File: src/rtl/tbp_pkg.sv
package tbp_pkg;

    // Fixed field widths of the request and result channels.
    localparam int unsigned NOW_W   = 48;
    localparam int unsigned BYTES_W = 32;
    localparam int unsigned CHUNK_W = 21;

    // Milliseconds in one second: the refill divisor and the full-refill threshold.
    localparam int unsigned MS_PER_SEC = 1000;

    typedef logic [BYTES_W-1:0] bytes_t;
    typedef logic [CHUNK_W-1:0] chunk_t;
    typedef logic [22:0]        rate_q_t;   // rate / 1000
    typedef logic [9:0]         rate_r_t;   // rate % 1000
    typedef logic [9:0]         elapsed_t;  // elapsed time below one second
    typedef logic [19:0]        frac_t;     // elapsed * (rate % 1000)
    typedef logic [1:0]         mode_t;
    typedef logic [1:0]         reg_idx_t;

    // What the bucket stage does with a request.
    localparam mode_t MODE_HOLD  = 2'd0;  // grant with no elapsed time
    localparam mode_t MODE_FILL  = 2'd1;  // first grant, or a second or more gone by
    localparam mode_t MODE_ADD   = 2'd2;  // grant with a partial refill
    localparam mode_t MODE_DEBIT = 2'd3;  // subtract the bytes sent

    // Configuration register indexes.
    localparam reg_idx_t REG_RATE     = 2'd0;
    localparam reg_idx_t REG_CAPACITY = 2'd1;
    localparam reg_idx_t REG_CHUNK    = 2'd2;

    // Register reset values, with the rate already split by 1000.
    localparam bytes_t  RATE_RESET     = 32'd8388608;
    localparam bytes_t  CAPACITY_RESET = 32'd8388608;
    localparam chunk_t  CHUNK_RESET    = 21'd16384;
    localparam rate_q_t RATE_Q_RESET   = 23'd8388;
    localparam rate_r_t RATE_R_RESET   = 10'd608;

    // Division by 1000 is a shift by three and then an exact reciprocal
    // multiplication by ceil(2^36 / 125), valid for every 29-bit dividend.
    localparam logic [29:0] DIV125_MAGIC = 30'd549755814;

    // Request handed from the refill pipeline to the bucket stage.
    typedef struct packed {
        mode_t  mode;
        bytes_t refill;
        bytes_t remaining;
        chunk_t debit;
    } bkt_req_t;

    function automatic rate_q_t div_by_1000(input bytes_t x);
        logic [63:0] prod;
        prod = 64'(x[31:3]) * 64'(DIV125_MAGIC);
        return prod[58:36];
    endfunction

endpackage

File: src/rtl/tbp_refill.sv
module tbp_refill #(
    parameter int TIME_BITS = 48
) (
    input  logic                    aclk,
    input  logic                    aresetn,
    input  logic                    s_valid,
    output logic                    s_ready,
    input  logic                    s_action,
    input  logic [47:0]             s_now_ms,
    input  tbp_pkg::bytes_t         s_bytes_remaining,
    input  tbp_pkg::chunk_t         s_debit_bytes,
    input  tbp_pkg::rate_q_t        rate_q,
    input  tbp_pkg::rate_r_t        rate_r,
    output logic                    o_valid,
    input  logic                    i_ready,
    output tbp_pkg::bkt_req_t       o_req
);
    import tbp_pkg::*;

    logic [63:0]          now_wide;
    logic [TIME_BITS-1:0] now_in;

    logic                 v0_reg;
    logic                 act0_reg;
    logic [TIME_BITS-1:0] now0_reg;
    bytes_t               rem0_reg;
    chunk_t               deb0_reg;

    logic [TIME_BITS-1:0] last_time_reg;
    logic                 started_reg;

    logic [TIME_BITS-1:0] elapsed;
    logic                 e_zero;
    logic                 e_full;
    elapsed_t             e_ms;
    mode_t                mode0;
    logic [32:0]          whole_prod;
    frac_t                frac_prod;

    logic                 v1_reg;
    mode_t                mode1_reg;
    bytes_t               whole1_reg;
    frac_t                frac1_reg;
    bytes_t               rem1_reg;
    chunk_t               deb1_reg;

    rate_q_t              frac_div;
    logic [32:0]          refill_sum;

    logic                 v2_reg;
    bkt_req_t             req2_reg;

    logic                 ld1;
    logic                 ld2;
    logic                 free1;
    logic                 free2;

    // Stage handshakes: a stage loads when the one ahead is empty or moving on.
    assign free2   = !v2_reg || i_ready;
    assign ld2     = v1_reg && free2;
    assign free1   = !v1_reg || ld2;
    assign ld1     = v0_reg && free1;
    assign s_ready = !v0_reg || ld1;

    // Time is taken modulo 2^TIME_BITS.
    assign now_wide = 64'(s_now_ms);
    assign now_in   = now_wide[TIME_BITS-1:0];

    // Input register.
    always_ff @(posedge aclk) begin
        if (!aresetn) begin
            v0_reg <= 1'b0;
        end else if (s_ready) begin
            v0_reg <= s_valid;
        end
        if (s_ready && s_valid) begin
            act0_reg <= s_action;
            now0_reg <= now_in;
            rem0_reg <= s_bytes_remaining;
            deb0_reg <= s_debit_bytes;
        end
    end

    // Elapsed time and the choice of refill for a grant request.
    assign elapsed = now0_reg - last_time_reg;
    assign e_zero  = (elapsed == '0);
    assign e_full  = (elapsed >= TIME_BITS'(MS_PER_SEC));
    assign e_ms    = elapsed[9:0];

    always_comb begin
        if (act0_reg) begin
            mode0 = MODE_DEBIT;
        end else if (!started_reg || e_full) begin
            mode0 = MODE_FILL;
        end else if (e_zero) begin
            mode0 = MODE_HOLD;
        end else begin
            mode0 = MODE_ADD;
        end
    end

    // With rate = 1000 q + r, the refill is e * q + floor(e * r / 1000).
    assign whole_prod = 33'(e_ms) * 33'(rate_q);
    assign frac_prod  = 20'(e_ms) * 20'(rate_r);

    // The stored time follows every grant that refills the bucket.
    always_ff @(posedge aclk) begin
        if (!aresetn) begin
            last_time_reg <= '0;
            started_reg   <= 1'b0;
        end else if (ld1 && (mode0 == MODE_FILL || mode0 == MODE_ADD)) begin
            last_time_reg <= now0_reg;
            started_reg   <= 1'b1;
        end
    end

    // Product register.
    always_ff @(posedge aclk) begin
        if (!aresetn) begin
            v1_reg <= 1'b0;
        end else if (free1) begin
            v1_reg <= v0_reg;
        end
        if (ld1) begin
            mode1_reg  <= mode0;
            whole1_reg <= whole_prod[31:0];
            frac1_reg  <= frac_prod;
            rem1_reg   <= rem0_reg;
            deb1_reg   <= deb0_reg;
        end
    end

    // The sum cannot exceed 999/1000 of a 32-bit rate, so it fits 32 bits.
    assign frac_div   = div_by_1000(32'(frac1_reg));
    assign refill_sum = 33'(whole1_reg) + 33'(frac_div);

    // Refill register, handed to the bucket stage.
    always_ff @(posedge aclk) begin
        if (!aresetn) begin
            v2_reg <= 1'b0;
        end else if (free2) begin
            v2_reg <= v1_reg;
        end
        if (ld2) begin
            req2_reg.mode      <= mode1_reg;
            req2_reg.refill    <= refill_sum[31:0];
            req2_reg.remaining <= rem1_reg;
            req2_reg.debit     <= deb1_reg;
        end
    end

    assign o_valid = v2_reg;
    assign o_req   = req2_reg;

endmodule

File: src/rtl/token_bucket_byte_pacer.sv
// Channel   Direction  Handshake          Payload
// s_        in         s_valid / s_ready  action, now_ms, bytes_remaining, debit_bytes
// m_        out        m_valid / m_ready  grant_bytes, paced, tokens_left, overdraw
// cfg_      in         cfg_we             cfg_index, cfg_wdata
//
// One request is taken every cycle while the result is not stalled; each result
// passes in turn through the input, product and refill registers ahead of the
// bucket update and the result register.
// The bucket level and the stored grant time carry over from one request to the next;
// the level loop closes in a single add, compare and subtract per cycle.
// Reset is synchronous and active low; the bucket starts empty and unused.
// A stalled result holds each stage in turn, and empty stages are filled up.
module token_bucket_byte_pacer #(
    parameter int TIME_BITS = 48
) (
    input  logic              aclk,
    input  logic              aresetn,
    input  logic              s_valid,
    output logic              s_ready,
    input  logic              s_action,
    input  logic [47:0]       s_now_ms,
    input  tbp_pkg::bytes_t   s_bytes_remaining,
    input  tbp_pkg::chunk_t   s_debit_bytes,
    output logic              m_valid,
    input  logic              m_ready,
    output tbp_pkg::chunk_t   m_grant_bytes,
    output logic              m_paced,
    output tbp_pkg::bytes_t   m_tokens_left,
    output logic              m_overdraw,
    input  logic              cfg_we,
    input  tbp_pkg::reg_idx_t cfg_index,
    input  tbp_pkg::bytes_t   cfg_wdata
);
    import tbp_pkg::*;

    bytes_t      rate_reg;
    bytes_t      cap_reg;
    chunk_t      chunk_reg;
    rate_q_t     rate_q_reg;
    rate_r_t     rate_r_reg;
    bytes_t      rate_whole;
    bytes_t      rate_rem;

    logic        bkt_valid;
    logic        bkt_ready;
    bkt_req_t    bkt_req;

    bytes_t      token_level_reg;
    logic [32:0] add_sum;
    bytes_t      capped;
    bytes_t      debit_ext;
    bytes_t      chunk_ext;
    bytes_t      level_next;
    logic        over_next;
    logic        paced_next;
    bytes_t      min_rem;
    bytes_t      min_all;
    chunk_t      grant_next;

    logic        m_valid_reg;
    chunk_t      grant_reg;
    logic        paced_reg;
    bytes_t      tokens_reg;
    logic        over_reg;

    // Configuration registers; the rate is split by 1000 as it is written.
    always_ff @(posedge aclk) begin
        if (!aresetn) begin
            rate_reg   <= RATE_RESET;
            cap_reg    <= CAPACITY_RESET;
            chunk_reg  <= CHUNK_RESET;
            rate_q_reg <= RATE_Q_RESET;
        end else if (cfg_we) begin
            case (cfg_index)
                REG_RATE: begin
                    rate_reg   <= cfg_wdata;
                    rate_q_reg <= div_by_1000(cfg_wdata);
                end
                REG_CAPACITY: begin
                    cap_reg <= cfg_wdata;
                end
                REG_CHUNK: begin
                    chunk_reg <= cfg_wdata[CHUNK_W-1:0];
                end
                default: begin
                end
            endcase
        end
    end

    // Remainder of the rate by 1000, registered from the rate and quotient registers after a rate write.
    assign rate_whole = 32'(rate_q_reg) * 32'(MS_PER_SEC);
    assign rate_rem   = rate_reg - rate_whole;

    always_ff @(posedge aclk) begin
        if (!aresetn) begin
            rate_r_reg <= RATE_R_RESET;
        end else begin
            rate_r_reg <= rate_rem[9:0];
        end
    end

    tbp_refill #(
        .TIME_BITS (TIME_BITS)
    ) u_refill (
        .aclk              (aclk),
        .aresetn           (aresetn),
        .s_valid           (s_valid),
        .s_ready           (s_ready),
        .s_action          (s_action),
        .s_now_ms          (s_now_ms),
        .s_bytes_remaining (s_bytes_remaining),
        .s_debit_bytes     (s_debit_bytes),
        .rate_q            (rate_q_reg),
        .rate_r            (rate_r_reg),
        .o_valid           (bkt_valid),
        .i_ready           (bkt_ready),
        .o_req             (bkt_req)
    );

    assign bkt_ready = !m_valid_reg || m_ready;

    // New bucket level for the request in the refill register.
    assign add_sum   = 33'(token_level_reg) + 33'(bkt_req.refill);
    assign capped    = (add_sum < 33'(cap_reg)) ? add_sum[31:0] : cap_reg;
    assign debit_ext = 32'(bkt_req.debit);

    always_comb begin
        level_next = token_level_reg;
        over_next  = 1'b0;
        case (bkt_req.mode)
            MODE_HOLD: begin
                level_next = token_level_reg;
            end
            MODE_FILL: begin
                level_next = cap_reg;
            end
            MODE_ADD: begin
                level_next = capped;
            end
            MODE_DEBIT: begin
                if (debit_ext > token_level_reg) begin
                    level_next = '0;
                    over_next  = 1'b1;
                end else begin
                    level_next = token_level_reg - debit_ext;
                end
            end
            default: begin
                level_next = token_level_reg;
            end
        endcase
    end

    // For a grant request, the grant is the least of the bytes remaining, the chunk limit and the level.
    assign chunk_ext = 32'(chunk_reg);
    assign min_rem   = (bkt_req.remaining < level_next) ? bkt_req.remaining : level_next;
    assign min_all   = (min_rem < chunk_ext) ? min_rem : chunk_ext;

    always_comb begin
        paced_next = 1'b0;
        grant_next = '0;
        if (bkt_req.mode != MODE_DEBIT) begin
            if (level_next == '0) begin
                paced_next = 1'b1;
            end else begin
                grant_next = min_all[CHUNK_W-1:0];
            end
        end
    end

    // Bucket level, updated as each request enters the result register.
    always_ff @(posedge aclk) begin
        if (!aresetn) begin
            token_level_reg <= '0;
        end else if (bkt_valid && bkt_ready) begin
            token_level_reg <= level_next;
        end
    end

    // Result register.
    always_ff @(posedge aclk) begin
        if (!aresetn) begin
            m_valid_reg <= 1'b0;
        end else if (bkt_ready) begin
            m_valid_reg <= bkt_valid;
        end
        if (bkt_valid && bkt_ready) begin
            grant_reg  <= grant_next;
            paced_reg  <= paced_next;
            tokens_reg <= level_next;
            over_reg   <= over_next;
        end
    end

    assign m_valid       = m_valid_reg;
    assign m_grant_bytes = grant_reg;
    assign m_paced       = paced_reg;
    assign m_tokens_left = tokens_reg;
    assign m_overdraw    = over_reg;

endmodule
File: config.mk
export PLATFORM = sky130hd
export DESIGN_NAME = token_bucket_byte_pacer
export DESIGN_NICKNAME = d
export VERILOG_FILES = /design/src/rtl/tbp_pkg.sv /design/src/rtl/tbp_refill.sv /design/src/rtl/token_bucket_byte_pacer.sv
export SDC_FILE = /design/constraint.sdc
export NUM_CORES = 2
export LEC_CHECK = 0
export BUFFER_PORTS_ARGS = -buffer_cell sky130_fd_sc_hd__buf_2
export CAP_MARGIN = 10
export CORE_ASPECT_RATIO = 0.6
export CORE_MARGIN = 8
export CORE_UTILIZATION = 60
export DETAILED_ROUTE_END_ITERATION = 6
export PLACE_DENSITY_LB_ADDON = 0.12
export SETUP_SLACK_MARGIN = 0.15
export SLEW_MARGIN = 20
export SYNTH_ARGS = -nofsm -noshare
export SYNTH_HDL_FRONTEND = slang
export SYNTH_SLANG_ARGS = --single-unit
File: constraint.sdc
create_clock -name aclk -period 15.1 [get_ports aclk]
set_clock_uncertainty 0.15 [all_clocks]
set_input_delay 3.02 -clock aclk [delete_from_list [all_inputs] [get_ports aclk]]
set_output_delay 3.02 -clock aclk [all_outputs]
set_load 0.1 [all_outputs]
### Yosys cells after proc, flatten, opt, wreduce, memory -nomap -nowiden

Index checks and enable logic that the tools add are counted.

| storage, ports and cells | value |
|---|---|
| output and inout bits | 57 |
| word-level logic and storage cells | 87 |
| input bits | 141 |
| register bits after elaboration | 532 |

| operators by class | value |
|---|---|
| muxes and demuxes | 10 |
| eq/ne operators | 8 |
| reduce and logical (&&, ||, !) cells | 24 |
| multiply operators | 5 |
| magnitude comparators | 5 |
| bitwise operators | 1 |
| $add $sub $neg | 5 |

Operator list:

| cell | number |
|---|---|
| one-hot mux 32 bit (4 select lines) | 1 |
| two-way mux 32 bit | 3 |
| multiplier 29 x 29 -> 58 bit (second input constant) | 1 |
| greater-or-equal comparator 48 x 10 -> 1 bit (second input constant) | 1 |
| logical NOT 48 bit | 1 |
| subtractor 48 bit | 1 |
| multiplier 17 x 29 -> 46 bit (second input constant) | 1 |
| adder 32 x 32 -> 33 bit | 1 |
| < comparator 33 x 32 -> 1 bit | 1 |
| adder 32 x 11 -> 32 bit | 1 |
| > comparator 21 x 32 -> 1 bit | 1 |
| logical NOT 32 bit | 1 |
| < comparator 32 x 21 -> 1 bit | 1 |
| < comparator 32 bit | 1 |
| multiplier 10 x 23 -> 32 bit | 1 |
| subtractor 32 x 21 -> 32 bit | 1 |
| multiplier 23 x 7 -> 7 bit (second input constant) | 1 |
| two-way mux 21 bit | 1 |
| multiplier 10 x 10 -> 20 bit | 1 |
| subtractor 10 bit | 1 |
| equality test 2 bit (second input constant) | 4 |
| equality test 2 x 1 -> 1 bit (second input constant) | 3 |
| logical OR 1 bit | 6 |
| two-way mux 2 bit | 3 |
| other kinds (8) | 20 |

### Logic depth before layout (Yosys ltp)

| logic depth | value |
|---|---|
| depth after elaboration | 8 |
| mapped depth | 50 |

### Cells and area by module

Synthesis repeated with hierarchy kept, for this count alone.

| unflattened totals | value |
|---|---|
| cell total of the unflattened synthesis | 5830 |
| area, all modules | 57521.4 um^2 |

By module, submodules not included:

| module | area an instance (um^2) | cells an instance | seq. area each (um^2) | instances |
|---|---|---|---|---|
| tbp_refill | 31163.6 | 2950 | 9839.4 | 1 |
| token_bucket_byte_pacer | 26357.8 | 2880 | 4234.1 | 1 |

### Worst setup path before layout

No wires, ideal clock.

| path | value |
|---|---|
| path type | input to register |
| start point | input m_ready |
| end point | register u_refill.req2_reg, in the netlist u_refill.o_req[0], enable pin |
| cell stages on the path | 2 |
| arrival | 9.409 ns |
| buffers on the path | 0 |
| setup slack | 4.875 ns |
| cells stage by stage | nor2b_1 a21boi_0 |

| on the way | value |
|---|---|
| cells in the longest elaborated chain, start to end | 3 |

Ends and longest elaborated chain:

| item | line | source |
|---|---|---|
| start: declaration | token_bucket_byte_pacer.sv:25 | `input logic m_ready,` |
| logical OR 1 bit | token_bucket_byte_pacer.sv:121 | `assign bkt_ready = !m_valid_reg \|\| m_ready;` |
| logical OR 1 bit | tbp_refill.sv:59 | `assign free2 = !v2_reg \|\| i_ready;` |
| logical AND 1 bit | tbp_refill.sv:60 | `assign ld2 = v1_reg && free2;` |
| via u_refill.ld2 | tbp_refill.sv:54 | `logic ld2;` |
| end: declaration | tbp_refill.sv:51 | `bkt_req_t req2_reg;` |

The timed path passes the listed nets, and every way through them passes these cells.
A chain may end at the register's enable or synchronous reset.

### Worst setup path in the final report

| path | value |
|---|---|
| start point | register token_level_reg[0] |
| end point | register grant_reg[15], in the netlist m_grant_bytes[15], data pin |

| on the way | value |
|---|---|
| cells in the longest elaborated chain, start to end | 8 |

Ends and longest elaborated chain:

| item | line | source |
|---|---|---|
| start: declaration | token_bucket_byte_pacer.sv:48 | `bytes_t token_level_reg;` |
| start signal: assignment | token_bucket_byte_pacer.sv:177 | `token_level_reg <= level_next;` |
| adder 32 x 32 -> 33 bit | token_bucket_byte_pacer.sv:124 | `assign add_sum = 33'(token_level_reg) + 33'(bkt_req.refill);` |
| < comparator 33 x 32 -> 1 bit | token_bucket_byte_pacer.sv:125 | `assign capped = (add_sum < 33'(cap_reg)) ? add_sum[31:0] : cap_reg;` |
| two-way mux 32 bit | token_bucket_byte_pacer.sv:125 |  |
| one-hot mux 32 bit (4 select lines) * | token_bucket_byte_pacer.sv:131 | `case (bkt_req.mode)` |
| < comparator 32 bit | token_bucket_byte_pacer.sv:157 | `assign min_rem = (bkt_req.remaining < level_next) ? bkt_req.remaining : level_next;` |
| two-way mux 32 bit | token_bucket_byte_pacer.sv:157 |  |
| < comparator 32 x 21 -> 1 bit | token_bucket_byte_pacer.sv:158 | `assign min_all = (min_rem < chunk_ext) ? min_rem : chunk_ext;` |
| two-way mux 21 bit | token_bucket_byte_pacer.sv:158 |  |
| end signal: assignment | token_bucket_byte_pacer.sv:189 | `grant_reg <= grant_next;` |
| end: declaration | token_bucket_byte_pacer.sv:61 | `chunk_t grant_reg;` |

Every way passes the cells marked *; elsewhere a longest branch is shown, timed or not.

==> flow_metrics.py <==
metrics = {
    "run_status": {
        "status": "complete, no violations",
    },
    "sta": {
        "fin_setup_tns_ns": 0,
        "hold_violations": 0,
        "tightest_slew_ns": 1.04,
        "fin_crit_ns": 11.48,
        "setup_violations": 0,
        "drv_slew": 0,
        "rsz0062_at_grt": "no",
        "slew_headroom_pct": 28.9,
        "fmax_mhz": 87.1,
        "fin_crit_sh_pct": 76.0,
    },
    "yosys": {
        "ys_seq_elements": 529,
        "syn_inst": 5753,
        "async_reset_ff_share_pct": 0,
        "avgSynthCellArea_sq_um": 9.96,
        "yosysWarnings": 0,
        "synthTopCellsByArea": "fa_1, ha_1, edfxtp_1",
        "synth_largest_area_cell": "fa_1",
        "synth_area_sq_um": 57300,
        "synth_top_cell_area_share_pct": 22.1,
        "ys_seq_area_share_pct": 24.6,
        "ys.flop_type": "edfxtp_1",
        "synth_edf_count": 348,
        "synth_cell_types": 97,
        "synth.net_count": 7388,
    },
    "place": {
        "hpwl_um": 130000,
        "portBuffers": 197,
        "dpl-instance-area_sq_um": 59600,
        "place_congestion": 0.980,
    },
    "worst_setup_path": {
        "critical_path_class": "reg -> reg",
        "crit_path_start_kind": "flip-flop",
        "ff2ff_path_depth": 45,
        "crit_fanout": 22,
        "slowest_delay_ns": 0.69,
        "endpoint_kind": "flip-flop",
        "required_ns": 15.42,
        "cp.arrival_ns": 11.79,
        "crit_slowest_cell": "a221oi_1",
        "worst_r2r_endpoint": "m_grant_bytes[15]$_SDFFCE_PP0P_",
        "rrSetupSlack_ns": 3.62,
        "reg2reg_from": "token_level_reg[0]$_SDFFE_PN0P_",
    },
    "run": {
        "cap_viol_max_count": 0,
    },
    "floorplan": {
        "die_x_um": 415,
        "dieArea_sq_um": 106000,
        "core_sq_um": 94300,
        "num_io_pins": 198,
        "num_rows": 87,
        "initial_utilization_pct": 60.8,
        "die_y_um": 255,
    },
    "detailed_routing": {
        "post-route-drc-count": 0,
        "routedWlPerCell_um": 22.6,
        "firstDrtPassIters": 6,
        "drt_first_iter_violations": 3943,
        "antenna_left": 0,
        "vias": 41989,
        "wirelength_um": 162000,
        "vias_per_cell": 5.85,
    },
    "cells_and_area": {
        "regArea_sq_um": 14100,
        "fillCellCount": 7695,
        "nets": 7514,
        "fin_area_sq_um": 61400,
        "multi_input_area_sq_um": 38900,
        "syn_to_final_growth_pct": 7.20,
        "largest_reg_flops": 87,
        "drive_above_1_share_pct": 6.84,
    },
    "clock_network": {
        "cts_hold_buf": 0,
        "cts_root_buf": "clkbuf_16",
        "cts_buffer_depth": 3,
        "cts_tree": "done",
        "post_cts_buffers": 0,
        "clk_pin_slew_ns": 0.07,
        "insertion_delay_ns": 0.67,
        "ctsHtreeMaxLevel": 2,
        "cts_buffers": 53,
        "clock-sinks": 529,
        "ctsResizeCount": 0,
    },
    "global_route": {
        "grt_max_degree": 92,
        "track_usage_pct": 30.4,
        "grt_pass1_wl_um": 251000,
        "gr-total-overflow": 0,
        "antenna_found_initial": 6,
        "grt_pass1_vias": 42153,
    },
    "worst_hold_path": {
        "hold_end": "u_refill.deb1_reg[19]$_DFFE_PP_",
        "worstHoldStart": "u_refill.deb0_reg[19]$_DFFE_PP_",
        "hp-class": "reg -> reg",
        "hold_depth": 0,
    },
}
[placed cells by master, fill, tap and decap left out, types with 19 or more instances in the layout]
cell type | netlist | final
a211oi_1 | 33 | 33
a21boi_0 | 92 | 91
a21o_1 | 100 | 100
a21oi_1 | 219 | 218
a31oi_1 | 28 | 28
and2_1 | 161 | 160
and3_1 | 19 | 19
buf_2 | 11 | 196
buf_4 | 2 | 43
clkbuf_16 | 0 | 54
dfxtp_1 | 181 | 181
edfxtp_1 | 348 | 348
fa_1 | 631 | 631
ha_1 | 863 | 863
inv_1 | 991 | 991
mux2_2 | 22 | 22
mux2i_1 | 86 | 86
nand2_1 | 591 | 591
nand2b_1 | 26 | 26
nand3_1 | 105 | 105
nand4_1 | 35 | 35
nor2_1 | 194 | 192
nor2b_1 | 61 | 61
nor3_1 | 77 | 77
o211ai_1 | 23 | 23
o21a_1 | 49 | 49
o21ai_0 | 154 | 154
o21bai_1 | 35 | 35
xnor2_1 | 119 | 116
xor2_1 | 43 | 41
[synthesized netlist by cell type, drive strengths merged, types with 10 or more instances]
master   instances
inv            991
ha             863
fa             631
nand2          591
edfxtp         348
a21oi          219
nor2           194
dfxtp          181
and2           162
o21ai          160
clkbuf         147
xnor2          119
nand3          106
a21o           100
a21boi          92
mux2i           86
nor3            77
nor2b           61
o21a            50
xor2            43
a211oi          35
nand4           35
o21bai          35
a31oi           28
nand2b          26
o211ai          24
buf             23
mux2            22
and3            19
nor4            19
a2111oi         18
or3             16
nor3b           15
o2111ai         15
o22ai           15
or4             12
o31ai           11
a221oi          10
or2             10
[kinds of logic (layout without fill, tap and decap cells)]
| group | after synthesis | count (layout) | share of synthesized area (%) |
|---|---|---|---|
| other cells | 0 | 3 | 0 |
| buf+inv | 1161 | 1332 | 7.68 |
| mux | 108 | 108 | 1.94 |
| compound gates | 926 | 926 | 11.0 |
| xor+xnor | 162 | 162 | 2.48 |
| flops | 529 | 529 | 24.6 |
| fa+ha+maj | 1494 | 1494 | 40.9 |
| simple gates | 1373 | 1373 | 11.4 |
[cell type report]
cell class              instances  share of cell area (%)
diodes                          3                  0.0122
multi-input cells            4063                    63.3
clock buffers                  61                    2.29
inverters                     991                    6.06
flip-flops and latches        529                    22.9
clock inverters                39                   0.683
well taps                    1246                    2.54
repair buffers                241                    2.16
[critical path, delay by kind of cell, from the launching register on]
family / cells / cell delay [ns]
AO/OA/AOI/OAI: 22 / 5.59
buffers and inverters: 3 / 0.84
adder cells (fa/ha/maj): 5 / 1.51
AND/OR/NAND/NOR: 12 / 1.78
XOR/XNOR: 1 / 0.36
flip-flops: 1 / 0.39
multiplexers: 2 / 0.67
[per-stage QoR]
step / util (%) / instances / setup slack, ns / hold slack (ns)
2_1_floorplan: - / 5753 / 4.88 / 0.250
3_3_place_gp: 63.2 / 7069 / 4.19 / 0.251
3_5_place_dp: 63.2 / 7070 / 3.90 / 0.255
4_1_cts: 65.1 / 7170 / 3.75 / 0.256
5_1_grt: 65.1 / 7171 / 2.97 / 0.259
6_report: 65.1 / 7173 / 3.62 / 0.240
[worst max-delay path by stage]
stage                                     from                              end  slack, ns  cells after the start
2_1_floorplan                          m_ready      u_refill.o_req[0]$_DFFE_PP_       4.88                      2
3_3_place_gp   token_level_reg[0]$_SDFFE_PN0P_  m_grant_bytes[13]$_SDFFCE_PP0P_       4.19                     45
3_5_place_dp   token_level_reg[0]$_SDFFE_PN0P_   m_grant_bytes[7]$_SDFFCE_PP0P_       3.90                     45
4_1_cts        token_level_reg[0]$_SDFFE_PN0P_  m_grant_bytes[15]$_SDFFCE_PP0P_       3.75                     45
5_1_grt        token_level_reg[0]$_SDFFE_PN0P_  m_grant_bytes[15]$_SDFFCE_PP0P_       2.97                     45
6_report       token_level_reg[0]$_SDFFE_PN0P_  m_grant_bytes[15]$_SDFFCE_PP0P_       3.62                     45
[layer usage]
metal / track usage (%) / routed length, um / up-vias / share of wire (%)
li1: - / - / 19610 / -
met1: 46.1 / 75800 / 20349 / 47
met2: 41.2 / 62700 / 1810 / 39
met3: 10.8 / 19800 / 216 / 12
met4: 6.68 / 4120 / 4 / 2.5
met5: 0 / 21 / - / 0.013
Power is left out: the tool's default activity adds up to more than one toggle a clock period on the data nets, which glitch-free logic cannot reach.
